## src/rtl/core/jbrf_pkg.sv

```systemverilog
// ----------------------------------------------------------------------------
// jbrf_pkg
// shared types, constants and helpers of the j1939 bam reassembly filter
// ----------------------------------------------------------------------------
package jbrf_pkg;

  localparam int MAX_PACKETS = 16;
  localparam int STORE_DEPTH = 2 * MAX_PACKETS;
  localparam int ADDR_W      = $clog2(STORE_DEPTH);
  localparam int IDX_W       = $clog2(MAX_PACKETS);
  localparam int CNT_W       = IDX_W + 1;

  localparam int PGN_W       = 18;
  localparam int DATA_W      = 64;

  localparam logic [15:0] PGN_TPCM    = 16'hEC00;
  localparam logic [15:0] PGN_TPDT    = 16'hEB00;
  localparam logic [7:0]  BAM_CONTROL = 8'd32;
  localparam logic [7:0]  PF_PDU2     = 8'd240;
  localparam logic [7:0]  SA_ENGINE   = 8'h00;
  localparam logic [7:0]  SA_RET_A    = 8'h10;
  localparam logic [7:0]  SA_RET_B    = 8'h0F;
  localparam logic [7:0]  ENG_DEFAULT_PACKETS = 8'd4;
  localparam logic [7:0]  RET_DEFAULT_PACKETS = 8'd3;

  // configuration register indexes
  typedef enum logic [2:0] {
    CFG_GENERIC_MODE = 3'd0,
    CFG_FILTER_COUNT = 3'd1,
    CFG_KEEP_PGN_0   = 3'd2,
    CFG_KEEP_PGN_1   = 3'd3,
    CFG_KEEP_PGN_2   = 3'd4,
    CFG_KEEP_PGN_3   = 3'd5,
    CFG_ENGINE_PGN   = 3'd6,
    CFG_RETARDER_PGN = 3'd7
  } cfg_index_t;

  typedef enum logic [1:0] {
    KIND_SINGLE   = 2'd0,
    KIND_COMPLETE = 2'd1,
    KIND_FLUSH    = 2'd2
  } kind_t;

  // operand select of the shared pgn comparator
  typedef enum logic [2:0] {
    SEL_KEEP0 = 3'd0,
    SEL_KEEP1 = 3'd1,
    SEL_KEEP2 = 3'd2,
    SEL_KEEP3 = 3'd3,
    SEL_ENG   = 3'd4,
    SEL_RET   = 3'd5
  } cmp_sel_t;

  typedef struct packed {
    logic                 generic_mode;
    logic [2:0]           filter_count;
    logic [3:0][PGN_W-1:0] keep_pgn;
    logic [PGN_W-1:0]     engine_pgn;
    logic [PGN_W-1:0]     retarder_pgn;
  } cfg_t;

  typedef struct packed {
    logic [DATA_W-1:0] payload;
    logic [7:0]        id_source;
    logic [7:0]        id_specific;
    logic [7:0]        id_format;
  } frame_t;

  typedef struct packed {
    logic              wr_en;
    logic              rd_en;
    logic [ADDR_W-1:0] addr;
    logic [DATA_W-1:0] wdata;
  } store_req_t;

  typedef struct packed {
    kind_t             kind;
    logic [PGN_W-1:0]  pgn;
    logic [DATA_W-1:0] data;
    logic              last;
  } result_t;

  function automatic logic [ADDR_W-1:0] store_addr(input logic ctx,
                                                   input logic [IDX_W-1:0] idx);
    store_addr = ctx ? (ADDR_W'(MAX_PACKETS) + ADDR_W'(idx)) : ADDR_W'(idx);
  endfunction

  function automatic logic [CNT_W-1:0] sat_count(input logic [7:0] cnt);
    sat_count = (cnt > 8'(MAX_PACKETS)) ? CNT_W'(MAX_PACKETS) : CNT_W'(cnt);
  endfunction

endpackage

```

## src/rtl/core/jbrf_cmp.sv

```systemverilog
// ----------------------------------------------------------------------------
// jbrf_cmp
// shared pgn equality unit, operand picked from the configuration registers
// ----------------------------------------------------------------------------
module jbrf_cmp (
  input  logic [jbrf_pkg::PGN_W-1:0] key,
  input  jbrf_pkg::cmp_sel_t         sel,
  input  jbrf_pkg::cfg_t             cfg,
  output logic                       eq
);
  import jbrf_pkg::*;

  logic [PGN_W-1:0] operand;

  always_comb begin
    unique case (sel)
      SEL_KEEP0: operand = cfg.keep_pgn[0];
      SEL_KEEP1: operand = cfg.keep_pgn[1];
      SEL_KEEP2: operand = cfg.keep_pgn[2];
      SEL_KEEP3: operand = cfg.keep_pgn[3];
      SEL_ENG:   operand = cfg.engine_pgn;
      SEL_RET:   operand = cfg.retarder_pgn;
      default:   operand = ~key;
    endcase
  end

  assign eq = (key == operand);

endmodule

```

## src/rtl/core/jbrf_store.sv

```systemverilog
// ----------------------------------------------------------------------------
// jbrf_store
// packet store of both contexts, one port, registered read, valid per entry
// ----------------------------------------------------------------------------
module jbrf_store (
  input  logic                        clk,
  input  logic                        rst,
  input  jbrf_pkg::store_req_t        req,
  output logic [jbrf_pkg::DATA_W-1:0] rdata
);
  import jbrf_pkg::*;

  logic [DATA_W-1:0]      mem [STORE_DEPTH];
  logic [STORE_DEPTH-1:0] valid;

  always_ff @(posedge clk) begin
    if (req.wr_en) begin
      mem[req.addr] <= req.wdata;
    end
  end

  // entries never written read as zero
  always_ff @(posedge clk) begin
    if (rst) begin
      valid <= '0;
    end else if (req.wr_en) begin
      valid[req.addr] <= 1'b1;
    end
  end

  always_ff @(posedge clk) begin
    if (req.rd_en) begin
      rdata <= valid[req.addr] ? mem[req.addr] : '0;
    end
  end

endmodule

```

## src/rtl/core/jbrf_seq.sv

```systemverilog
// ----------------------------------------------------------------------------
// jbrf_seq
// frame sequencer: decode, context update, filter steps and store read-out
// ----------------------------------------------------------------------------
module jbrf_seq (
  input  logic                        clk,
  input  logic                        rst,
  input  jbrf_pkg::cfg_t              cfg,
  input  logic                        in_valid,
  output logic                        in_ready,
  input  jbrf_pkg::frame_t            frame_in,
  output logic                        res_valid,
  input  logic                        res_ready,
  output jbrf_pkg::result_t           res,
  output jbrf_pkg::store_req_t        st_req,
  input  logic [jbrf_pkg::DATA_W-1:0] st_rdata
);
  import jbrf_pkg::*;

  typedef enum logic [9:0] {
    S_IDLE      = 10'b00_0000_0001,
    S_DECODE    = 10'b00_0000_0010,
    S_MATCH_ENG = 10'b00_0000_0100,
    S_MATCH_RET = 10'b00_0000_1000,
    S_BAM_SET   = 10'b00_0001_0000,
    S_DT_STORE  = 10'b00_0010_0000,
    S_FILT      = 10'b00_0100_0000,
    S_OUT       = 10'b00_1000_0000,
    S_RD        = 10'b01_0000_0000,
    S_EMIT      = 10'b10_0000_0000
  } state_t;

  state_t           state;
  frame_t           frame;
  logic [PGN_W-1:0] key;
  logic             ctx;
  kind_t            kind;
  logic [CNT_W-1:0] emit_n;
  logic [IDX_W-1:0] idx;
  logic [1:0]       fi;

  logic             ctx_active [2];
  logic [7:0]       ctx_count  [2];
  logic [PGN_W-1:0] ctx_pgn    [2];

  logic [15:0]      pgn16;
  logic [7:0]       seq_no;
  logic             seq_ok;
  logic [7:0]       bam_count;
  logic             bam_count_ok;
  logic [7:0]       eff_count;
  logic [PGN_W-1:0] eff_pgn;
  logic [2:0]       lim;
  cmp_sel_t         cmp_sel;
  logic             cmp_eq;
  logic             accept;

  jbrf_cmp u_cmp (
    .key (key),
    .sel (cmp_sel),
    .cfg (cfg),
    .eq  (cmp_eq)
  );

  assign accept   = in_valid && in_ready;
  assign in_ready = (state == S_IDLE);

  assign pgn16        = (frame.id_format < PF_PDU2) ? {frame.id_format, 8'h00}
                                                    : {frame.id_format, frame.id_specific};
  assign seq_no       = frame.payload[7:0];
  assign seq_ok       = (seq_no != 8'd0) && (seq_no <= 8'(MAX_PACKETS));
  assign bam_count    = frame.payload[31:24];
  assign bam_count_ok = (bam_count != 8'd0) && (bam_count <= 8'(MAX_PACKETS));

  // context as it stands once a data frame without announce has opened it
  assign eff_count = ctx_active[ctx] ? ctx_count[ctx]
                   : (ctx ? RET_DEFAULT_PACKETS : ENG_DEFAULT_PACKETS);
  assign eff_pgn   = ctx_active[ctx] ? ctx_pgn[ctx]
                   : (ctx ? cfg.retarder_pgn : cfg.engine_pgn);

  // single frames check the whole keep list, messages only the first entry
  always_comb begin
    if (kind == KIND_SINGLE) begin
      lim = (cfg.filter_count > 3'd4) ? 3'd4 : cfg.filter_count;
    end else begin
      lim = {2'b00, cfg.filter_count != 3'd0};
    end
  end

  always_comb begin
    unique case (state)
      S_MATCH_ENG: cmp_sel = SEL_ENG;
      S_MATCH_RET: cmp_sel = SEL_RET;
      default:     cmp_sel = cmp_sel_t'({1'b0, fi});
    endcase
  end

  always_ff @(posedge clk) begin
    if (rst) begin
      state         <= S_IDLE;
      ctx_active[0] <= 1'b0;
      ctx_active[1] <= 1'b0;
      ctx_count[0]  <= '0;
      ctx_count[1]  <= '0;
      ctx_pgn[0]    <= '0;
      ctx_pgn[1]    <= '0;
    end else begin
      unique case (state)
        S_IDLE: begin
          if (accept) begin
            frame <= frame_in;
            state <= S_DECODE;
          end
        end
        S_DECODE: begin
          kind <= KIND_SINGLE;
          fi   <= '0;
          if (cfg.generic_mode) begin
            key   <= PGN_W'(pgn16);
            state <= S_OUT;
          end else if (pgn16 == PGN_TPCM && frame.payload[7:0] == BAM_CONTROL) begin
            // announced pgn wider than a register never matches
            key <= frame.payload[57:40];
            if (frame.payload[63:58] != '0) begin
              state <= S_IDLE;
            end else begin
              state <= S_MATCH_ENG;
            end
          end else if (pgn16 == PGN_TPDT) begin
            ctx <= (frame.id_source != SA_ENGINE);
            if (seq_ok && (frame.id_source == SA_ENGINE ||
                           frame.id_source == SA_RET_A ||
                           frame.id_source == SA_RET_B)) begin
              state <= S_DT_STORE;
            end else begin
              state <= S_IDLE;
            end
          end else begin
            key   <= PGN_W'(pgn16);
            state <= S_FILT;
          end
        end
        S_MATCH_ENG: begin
          ctx <= 1'b0;
          state <= cmp_eq ? S_BAM_SET : S_MATCH_RET;
        end
        S_MATCH_RET: begin
          ctx <= 1'b1;
          state <= cmp_eq ? S_BAM_SET : S_IDLE;
        end
        S_BAM_SET: begin
          ctx_pgn[ctx]   <= key;
          ctx_count[ctx] <= bam_count;
          emit_n         <= sat_count(ctx_count[ctx]);
          kind           <= KIND_FLUSH;
          fi             <= '0;
          if (bam_count_ok) begin
            ctx_active[ctx] <= 1'b1;
          end
          state <= ctx_active[ctx] ? S_FILT : S_IDLE;
        end
        S_DT_STORE: begin
          ctx_active[ctx] <= 1'b1;
          ctx_count[ctx]  <= eff_count;
          ctx_pgn[ctx]    <= eff_pgn;
          key             <= eff_pgn;
          emit_n          <= CNT_W'(seq_no);
          kind            <= KIND_COMPLETE;
          fi              <= '0;
          state <= (seq_no == eff_count) ? S_FILT : S_IDLE;
        end
        S_FILT: begin
          if (lim == 3'd0 || cmp_eq) begin
            idx <= '0;
            if (kind == KIND_SINGLE) begin
              state <= S_OUT;
            end else begin
              if (kind == KIND_COMPLETE) begin
                ctx_active[ctx] <= 1'b0;
                ctx_count[ctx]  <= '0;
              end
              state <= (emit_n == '0) ? S_IDLE : S_RD;
            end
          end else if ({1'b0, fi} == lim - 3'd1) begin
            state <= S_IDLE;
          end else begin
            fi <= fi + 2'd1;
          end
        end
        S_OUT: begin
          if (res_ready) begin
            state <= S_IDLE;
          end
        end
        S_RD: begin
          state <= S_EMIT;
        end
        S_EMIT: begin
          if (res_ready) begin
            if (res.last) begin
              state <= S_IDLE;
            end else begin
              idx   <= idx + IDX_W'(1);
              state <= S_RD;
            end
          end
        end
        default: begin
          state <= S_IDLE;
        end
      endcase
    end
  end

  always_comb begin
    st_req.wr_en = (state == S_DT_STORE);
    st_req.rd_en = (state == S_RD);
    st_req.addr  = (state == S_DT_STORE) ? store_addr(ctx, IDX_W'(seq_no - 8'd1))
                                         : store_addr(ctx, idx);
    st_req.wdata = frame.payload;
  end

  assign res_valid = (state == S_OUT) || (state == S_EMIT);

  always_comb begin
    res.kind = kind;
    res.pgn  = key;
    if (state == S_OUT) begin
      res.data = frame.payload;
      res.last = 1'b1;
    end else begin
      res.data = st_rdata;
      res.last = ((CNT_W'(idx) + CNT_W'(1)) == emit_n);
    end
  end

  a_ready_no_result: assert property (@(posedge clk) disable iff (rst)
    in_ready |-> !res_valid)
    else $error("sequencer ready for a frame while a result is pending");

  a_read_then_emit: assert property (@(posedge clk) disable iff (rst)
    st_req.rd_en |=> state == S_EMIT)
    else $error("store read not followed by an emit step");

  a_write_after_decode: assert property (@(posedge clk) disable iff (rst)
    st_req.wr_en |-> $past(state) == S_DECODE)
    else $error("store written outside a data frame");

  a_last_frees_input: assert property (@(posedge clk) disable iff (rst)
    res_valid && res_ready && res.last |=> in_ready)
    else $error("sequencer not idle after final result");

endmodule

```

## src/rtl/core/j1939_bam_reassembly_filter_core.sv

```systemverilog
// ----------------------------------------------------------------------------
// j1939_bam_reassembly_filter_core
// j1939 broadcast announce reassembly with pgn keep-list filtering
// ----------------------------------------------------------------------------
// One received frame per input transaction. A frame is registered, then
// decoded, and its compares all run one at a time through a single pgn
// comparator: an announce passes the engine match and, on a miss, the
// retarder match before its context is updated, a plain frame up to four
// keep-list steps. A completed or flushed message is then read out of the
// single-port packet store one stored packet at a time (read, then hand over
// to the output register, which may stall on back-pressure). The block takes
// no new frame until every result transaction of the current frame has
// entered the output register; one finished result may wait there while the
// next frame is taken. Store entries carry valid bits cleared by reset, so
// there is no clearing pass. Configuration writes are always taken and belong
// to idle periods.
module j1939_bam_reassembly_filter_core (
  input  logic        clk,
  input  logic        rst,
  // frame input
  input  logic        s_tvalid,
  output logic        s_tready,
  input  logic [87:0] s_tdata,   // id_format, id_specific, id_source, payload
  // result output
  output logic        m_tvalid,
  input  logic        m_tready,
  output logic [87:0] m_tdata,   // msg_pgn, frame_payload, zero fill
  output logic [1:0]  m_tuser,   // kind
  output logic        m_tlast,   // last
  // configuration write
  input  logic        cfg_valid,
  output logic        cfg_ready,
  input  logic [2:0]  cfg_index,
  input  logic [17:0] cfg_data
);
  import jbrf_pkg::*;

  cfg_t                cfg;
  frame_t              frame_in;
  result_t             res;
  logic                res_valid;
  logic                res_ready;
  store_req_t          st_req;
  logic [DATA_W-1:0]   st_rdata;
  result_t             out_reg;

  // configuration registers
  assign cfg_ready = 1'b1;

  always_ff @(posedge clk) begin
    if (rst) begin
      cfg.generic_mode <= 1'b0;
      cfg.filter_count <= '0;
      cfg.keep_pgn     <= '0;
      cfg.engine_pgn   <= PGN_W'(65251);
      cfg.retarder_pgn <= PGN_W'(65249);
    end else if (cfg_valid && cfg_ready) begin
      unique case (cfg_index_t'(cfg_index))
        CFG_GENERIC_MODE: cfg.generic_mode <= cfg_data[0];
        CFG_FILTER_COUNT: cfg.filter_count <= cfg_data[2:0];
        CFG_KEEP_PGN_0:   cfg.keep_pgn[0]  <= cfg_data;
        CFG_KEEP_PGN_1:   cfg.keep_pgn[1]  <= cfg_data;
        CFG_KEEP_PGN_2:   cfg.keep_pgn[2]  <= cfg_data;
        CFG_KEEP_PGN_3:   cfg.keep_pgn[3]  <= cfg_data;
        CFG_ENGINE_PGN:   cfg.engine_pgn   <= cfg_data;
        CFG_RETARDER_PGN: cfg.retarder_pgn <= cfg_data;
        default: ;
      endcase
    end
  end

  // unpack the input transaction
  assign frame_in.id_format   = s_tdata[7:0];
  assign frame_in.id_specific = s_tdata[15:8];
  assign frame_in.id_source   = s_tdata[23:16];
  assign frame_in.payload     = s_tdata[87:24];

  jbrf_seq u_seq (
    .clk       (clk),
    .rst       (rst),
    .cfg       (cfg),
    .in_valid  (s_tvalid),
    .in_ready  (s_tready),
    .frame_in  (frame_in),
    .res_valid (res_valid),
    .res_ready (res_ready),
    .res       (res),
    .st_req    (st_req),
    .st_rdata  (st_rdata)
  );

  jbrf_store u_store (
    .clk   (clk),
    .rst   (rst),
    .req   (st_req),
    .rdata (st_rdata)
  );

  // output register, refilled as soon as the held transaction leaves
  assign res_ready = !m_tvalid || m_tready;

  always_ff @(posedge clk) begin
    if (rst) begin
      m_tvalid <= 1'b0;
    end else if (res_ready) begin
      m_tvalid <= res_valid;
    end
  end

  always_ff @(posedge clk) begin
    if (res_ready && res_valid) begin
      out_reg <= res;
    end
  end

  assign m_tdata = {6'b0, out_reg.data, out_reg.pgn};
  assign m_tuser = out_reg.kind;
  assign m_tlast = out_reg.last;

endmodule
```

## config.mk

```make
export PLATFORM = sky130hd
export DESIGN_NAME = j1939_bam_reassembly_filter_core
export DESIGN_NICKNAME = d
export VERILOG_FILES = /design/src/rtl/core/jbrf_pkg.sv /design/src/rtl/core/jbrf_cmp.sv /design/src/rtl/core/jbrf_store.sv /design/src/rtl/core/jbrf_seq.sv /design/src/rtl/core/j1939_bam_reassembly_filter_core.sv
export SDC_FILE = /design/constraint.sdc
export NUM_CORES = 2
export LEC_CHECK = 0
export BUFFER_PORTS_ARGS = -buffer_cell sky130_fd_sc_hd__clkbuf_2
export CORE_MARGIN = 2
export CORE_UTILIZATION = 35
export DETAILED_ROUTE_END_ITERATION = 7
export GPL_TIMING_DRIVEN = 1
export MAX_ROUTING_LAYER = met4
export REMOVE_ABC_BUFFERS = 1
export SLEW_MARGIN = 25
export SYNTH_ARGS = -nofsm -noshare
export SYNTH_HDL_FRONTEND = slang
export SYNTH_SLANG_ARGS = --single-unit
```

## constraint.sdc

```tcl
create_clock -name clk -period 10.4 [get_ports clk]
set_input_delay 1.04 -clock clk [delete_from_list [all_inputs] [get_ports clk]]
set_output_delay 1.04 -clock clk [all_outputs]
set_load 0.02 [all_outputs]
```

==> summary.md <==
| Metric | Value |
|---|---|
| Result of the run | `finished, final reports clean` |
| Least-Margin Pin Slew | `1.12 ns` |
| Fin. Hold Viols | `0` |
| Max-slew headroom | `0.254` |
| Post-synth cell types | `81` |
| Via count | `50,829` |
| # Max-Cap Violations | `0` |
| Antenna violations before repair | `11` |
| Synth top area cells | `edfxtp_1, mux4_2, dfxtp_1` |
| Skew final | `0.0605 ns` |
| Routed Antenna Nets | `0` |
| IO Pins | `208` |
| Final worst path period need | `6.78 ns` |
| Chip Height | `530 um` |
| VDD IR-drop max | `0.118 mV` |
| Max FO, Critical Path | `54` |
| CTS tree | `built` |
| Cell family contributing the most delay on the critical path | `buffers and inverters` |
| Clk pwr share | `0.454` |
| GRT Util Overall | `0.197` |
| Flop pwr share | `0.532` |
| GRT overflow | `0` |
| Number of global-route vias before repair | `50,696` |
| Leak | `34.6 nW` |
| Final nets | `5,299` |
| CTS Root Buffer Type | `clkbuf_16` |
| Async SR Flop Fraction | `0` |
| CTS max path bufs | `4` |
| Arr. time, crit path | `7.30 ns` |
| Die footprint | `0.281 mm^2` |
| EDFF count, synth | `2,371` |
| Design Power | `0.0210 W` |
| Met3 Resource Use GR | `0.0287` |
| Vias per cell | `5.59` |
| Net Sw Power | `0.00426 W` |
| Final non-filler cell total | `9,085` |
| Pin count of the biggest net entering global routing | `134` |
| Final Setup Violations | `0` |
| Die boundary width | `530 um` |
| Skew-Pair Late Insertion Delay | `0.86 ns` |
| Initial Utilization | `0.351` |
| Logic pwr share | `0.014` |
| Power Dens Cells | `188 mW/mm^2` |
| Critical path class | `flop to flop` |
| CP required | `10.92 ns` |
| Max-slew violations | `0` |
| RSZ-0062 raised after global routing | `false` |
| Ys flop type | `edfxtp_1` |
| Post-CTS Resized | `0` |
| Tcrit/Tclk final | `0.652` |
| Synth area leader | `edfxtp_1` |
| CP Cell Sequence | `buf_4 > or4_1 > nor3_2 > nand3_1 > inv_2 > mux2i_4 > buf_4 > mux4_2 > a22oi_1 > nand3_1 > a21oi_4 > buf_12 > a31oi_1` |
| Startpoint class of the critical path | `flop` |
| Iteration-0 DRC Markers | `6,426` |
| Post-synthesis average cell area | `20.1 um^2` |
| Drt total wl | `275,000 um` |
| Commonest cells in the netlist | `edfxtp_1, mux4_2, nand2_1` |
| Routed len/inst | `30.2 um` |
| Drc violations | `0` |
| Post-synthesis sequential area ratio | `0.766` |
| Fraction of layout cells with a size suffix above 1 | `0.272` |
| Most common cell in the netlist | `edfxtp_1` |
| H-Tree Level Count | `5` |
| CORE AREA | `0.276 mm^2` |
| First-pass GRT wire length | `384,000 um` |
| Post-Syn Area | `0.0970 mm^2` |
| Met2 Use GR | `0.306` |
| Placed wire-length estimate | `141,000 um` |
| Sw frac | `0.202` |
| Clk slew on worst S/H paths | `0.06 ns` |
| Worst stage delay on the critical path | `0.90 ns` |
| Slowest cell on crit path | `mux2i_4` |
| Area Growth Syn to Fin | `15.4%` |
| Yosys Warn Count | `0` |
| Post-placement cell count | `8,604` |
| Cell row count | `193` |
| Max Clk Rate | `148 MHz` |
| Gp weighted congestion | `0.808` |
| Crit. End Element | `flop` |
| Worst Path Buf+Inv | `4` |
| Synthesis-stage register bit count | `2,527` |
| DRT Pass-1 Iters | `6` |
| Port bufs | `200` |
| Dpl cell area | `0.103 mm^2` |
| GR peak layer | `met2` |
| Clk sink count | `2,527` |
| CTS buffer count | `268` |
| Synthesized instance count | `4,814` |
| Post-CTS Hold Fix Bufs | `0` |
| Postcts setup bufs | `0` |
| Grt met1 use | `0.274` |
| FILL cells | `24,199` |
| Post-layout util | `0.406` |
| Hold/Removal Path Class | `input port to flop` |
| Fin area | `0.112 mm^2` |
| P_int | `0.0168 W` |
| Post-synth top area share | `0.734` |
-- logic make-up (layout without fill, tap and decap cells) --
group,after synthesis,count (layout),synth area share
compound gates,606,606,0.0446
xor+xnor,26,26,0.00235
fa+ha+maj,5,5,0.000645
buf+inv,304,861,0.0138
flops,2527,2527,0.766
mux,673,673,0.140
other cells,2,11,0.0000774
simple gates,671,671,0.0325
-- layout by cell type, fill, tap and decap left out, drive strengths merged, types with 9 or more instances in the layout --
cell type,Yosys,routed
a211o,19,19
mux2i,58,58
clkinvlp,0,10
buf,148,179
edfxtp,2371,2371
o31ai,9,9
a21oi,138,138
mux4,537,537
a31oi,58,58
a211oi,24,24
clkinv,1,93
dfxtp,156,156
bufinv,0,28
o31a,9,9
a22oi,150,150
xnor2,13,13
nand2,266,266
nand3b,38,38
nor2,191,191
clkbuf,139,518
nand3,35,35
nor3,18,18
inv,16,33
o21ai,38,38
mux2,78,78
a221oi,59,59
a22o,59,59
nand2b,11,11
nand4b,9,9
nor4,18,18
nor2b,34,34
xor2,13,13
-- per-layer routing --
| metal | share of wire | routed length [um] |
|---|---|---|
| met1 | 0.42 | 116000 |
| met2 | 0.48 | 131000 |
| met3 | 0.084 | 23100 |
| met4 | 0.020 | 5410 |
| met5 | 0 | 0 |
-- layout make-up --
class	instances	area, um^2	share of cell area
sequential	2527	74300	0.664
multi-input combinational	1988	21700	0.194
clock buffer	319	7050	0.0629
tap	3705	4640	0.0414
timing repair buffer	378	2560	0.0229
clock inverter	147	1600	0.0143
inverter	17	66.3	0.000592
antenna	4	10.0	0.0000894
-- state kept, by name (all words and copies together) (netlist names), named ones only --
name	flops
u_seq.key	18
u_seq.ctx	1
u_seq.ctx_count	16
u_seq.ctx_active	2
u_seq.frame	24
m_tvalid	1
m_tlast	1
u_seq.kind	2
u_store.mem	2048
u_seq.st_req	64
u_seq.ctx_pgn	36
u_seq.emit_n	5
u_seq.idx	4
u_seq.fi	2
cfg	112
u_store.valid	32
u_store.rdata	64
u_seq.state	10
m_tuser	2
m_tdata	82
-- worst reg2reg max path: stages, from the launching register on --
cell and delay, ns:
dfxtp_1 0.29, buf_4 0.25, or4_1 0.61, nor3_2 0.23, nand3_1 0.39, inv_2 0.79
mux2i_4 0.91, buf_4 0.70, mux4_2 0.62, a22oi_1 0.19, nand3_1 0.17, a21oi_4 0.54
buf_12 0.53, a31oi_1 0.23
-- through the flow --
step | worst slack, ns | setup TNS [ns] | hold slack (ns)
after global placement | 3.85 | 0 | 0.439
after detailed placement | 3.67 | 0 | 0.444
after global routing | 3.15 | 0 | 0.326
after CTS | 3.61 | 0 | 0.300
final | 3.62 | 0 | 0.352
after floorplan | -43.54 | -2784.51 | 0.427
-- power by group through the flow --
stage | sequential [W] | clock (W) | combinational, W
2_1_floorplan | 0.0114 | 0 | 0.0000909
3_5_place_dp | 0.0114 | 0 | 0.000281
6_report | 0.0112 | 0.00954 | 0.000300
3_3_place_gp | 0.0114 | 0 | 0.000271
5_1_grt | 0.0112 | 0.0101 | 0.000323
4_1_cts | 0.0112 | 0.00970 | 0.000283
-- path summary, 6_finish.rpt --
kind                       start                end  slack, ns  depth (start not counted)
setup / recovery  u_seq.state[3]  u_store.rdata[42]       3.62                         13
hold / removal       s_tdata[17]    u_seq.frame[17]       0.35                          1
setup reg to reg  u_seq.state[3]  u_store.rdata[42]       3.62                         13
hold reg to reg          cfg[93]            cfg[93]       0.45                          2
(Power assumes the default switching activity.)
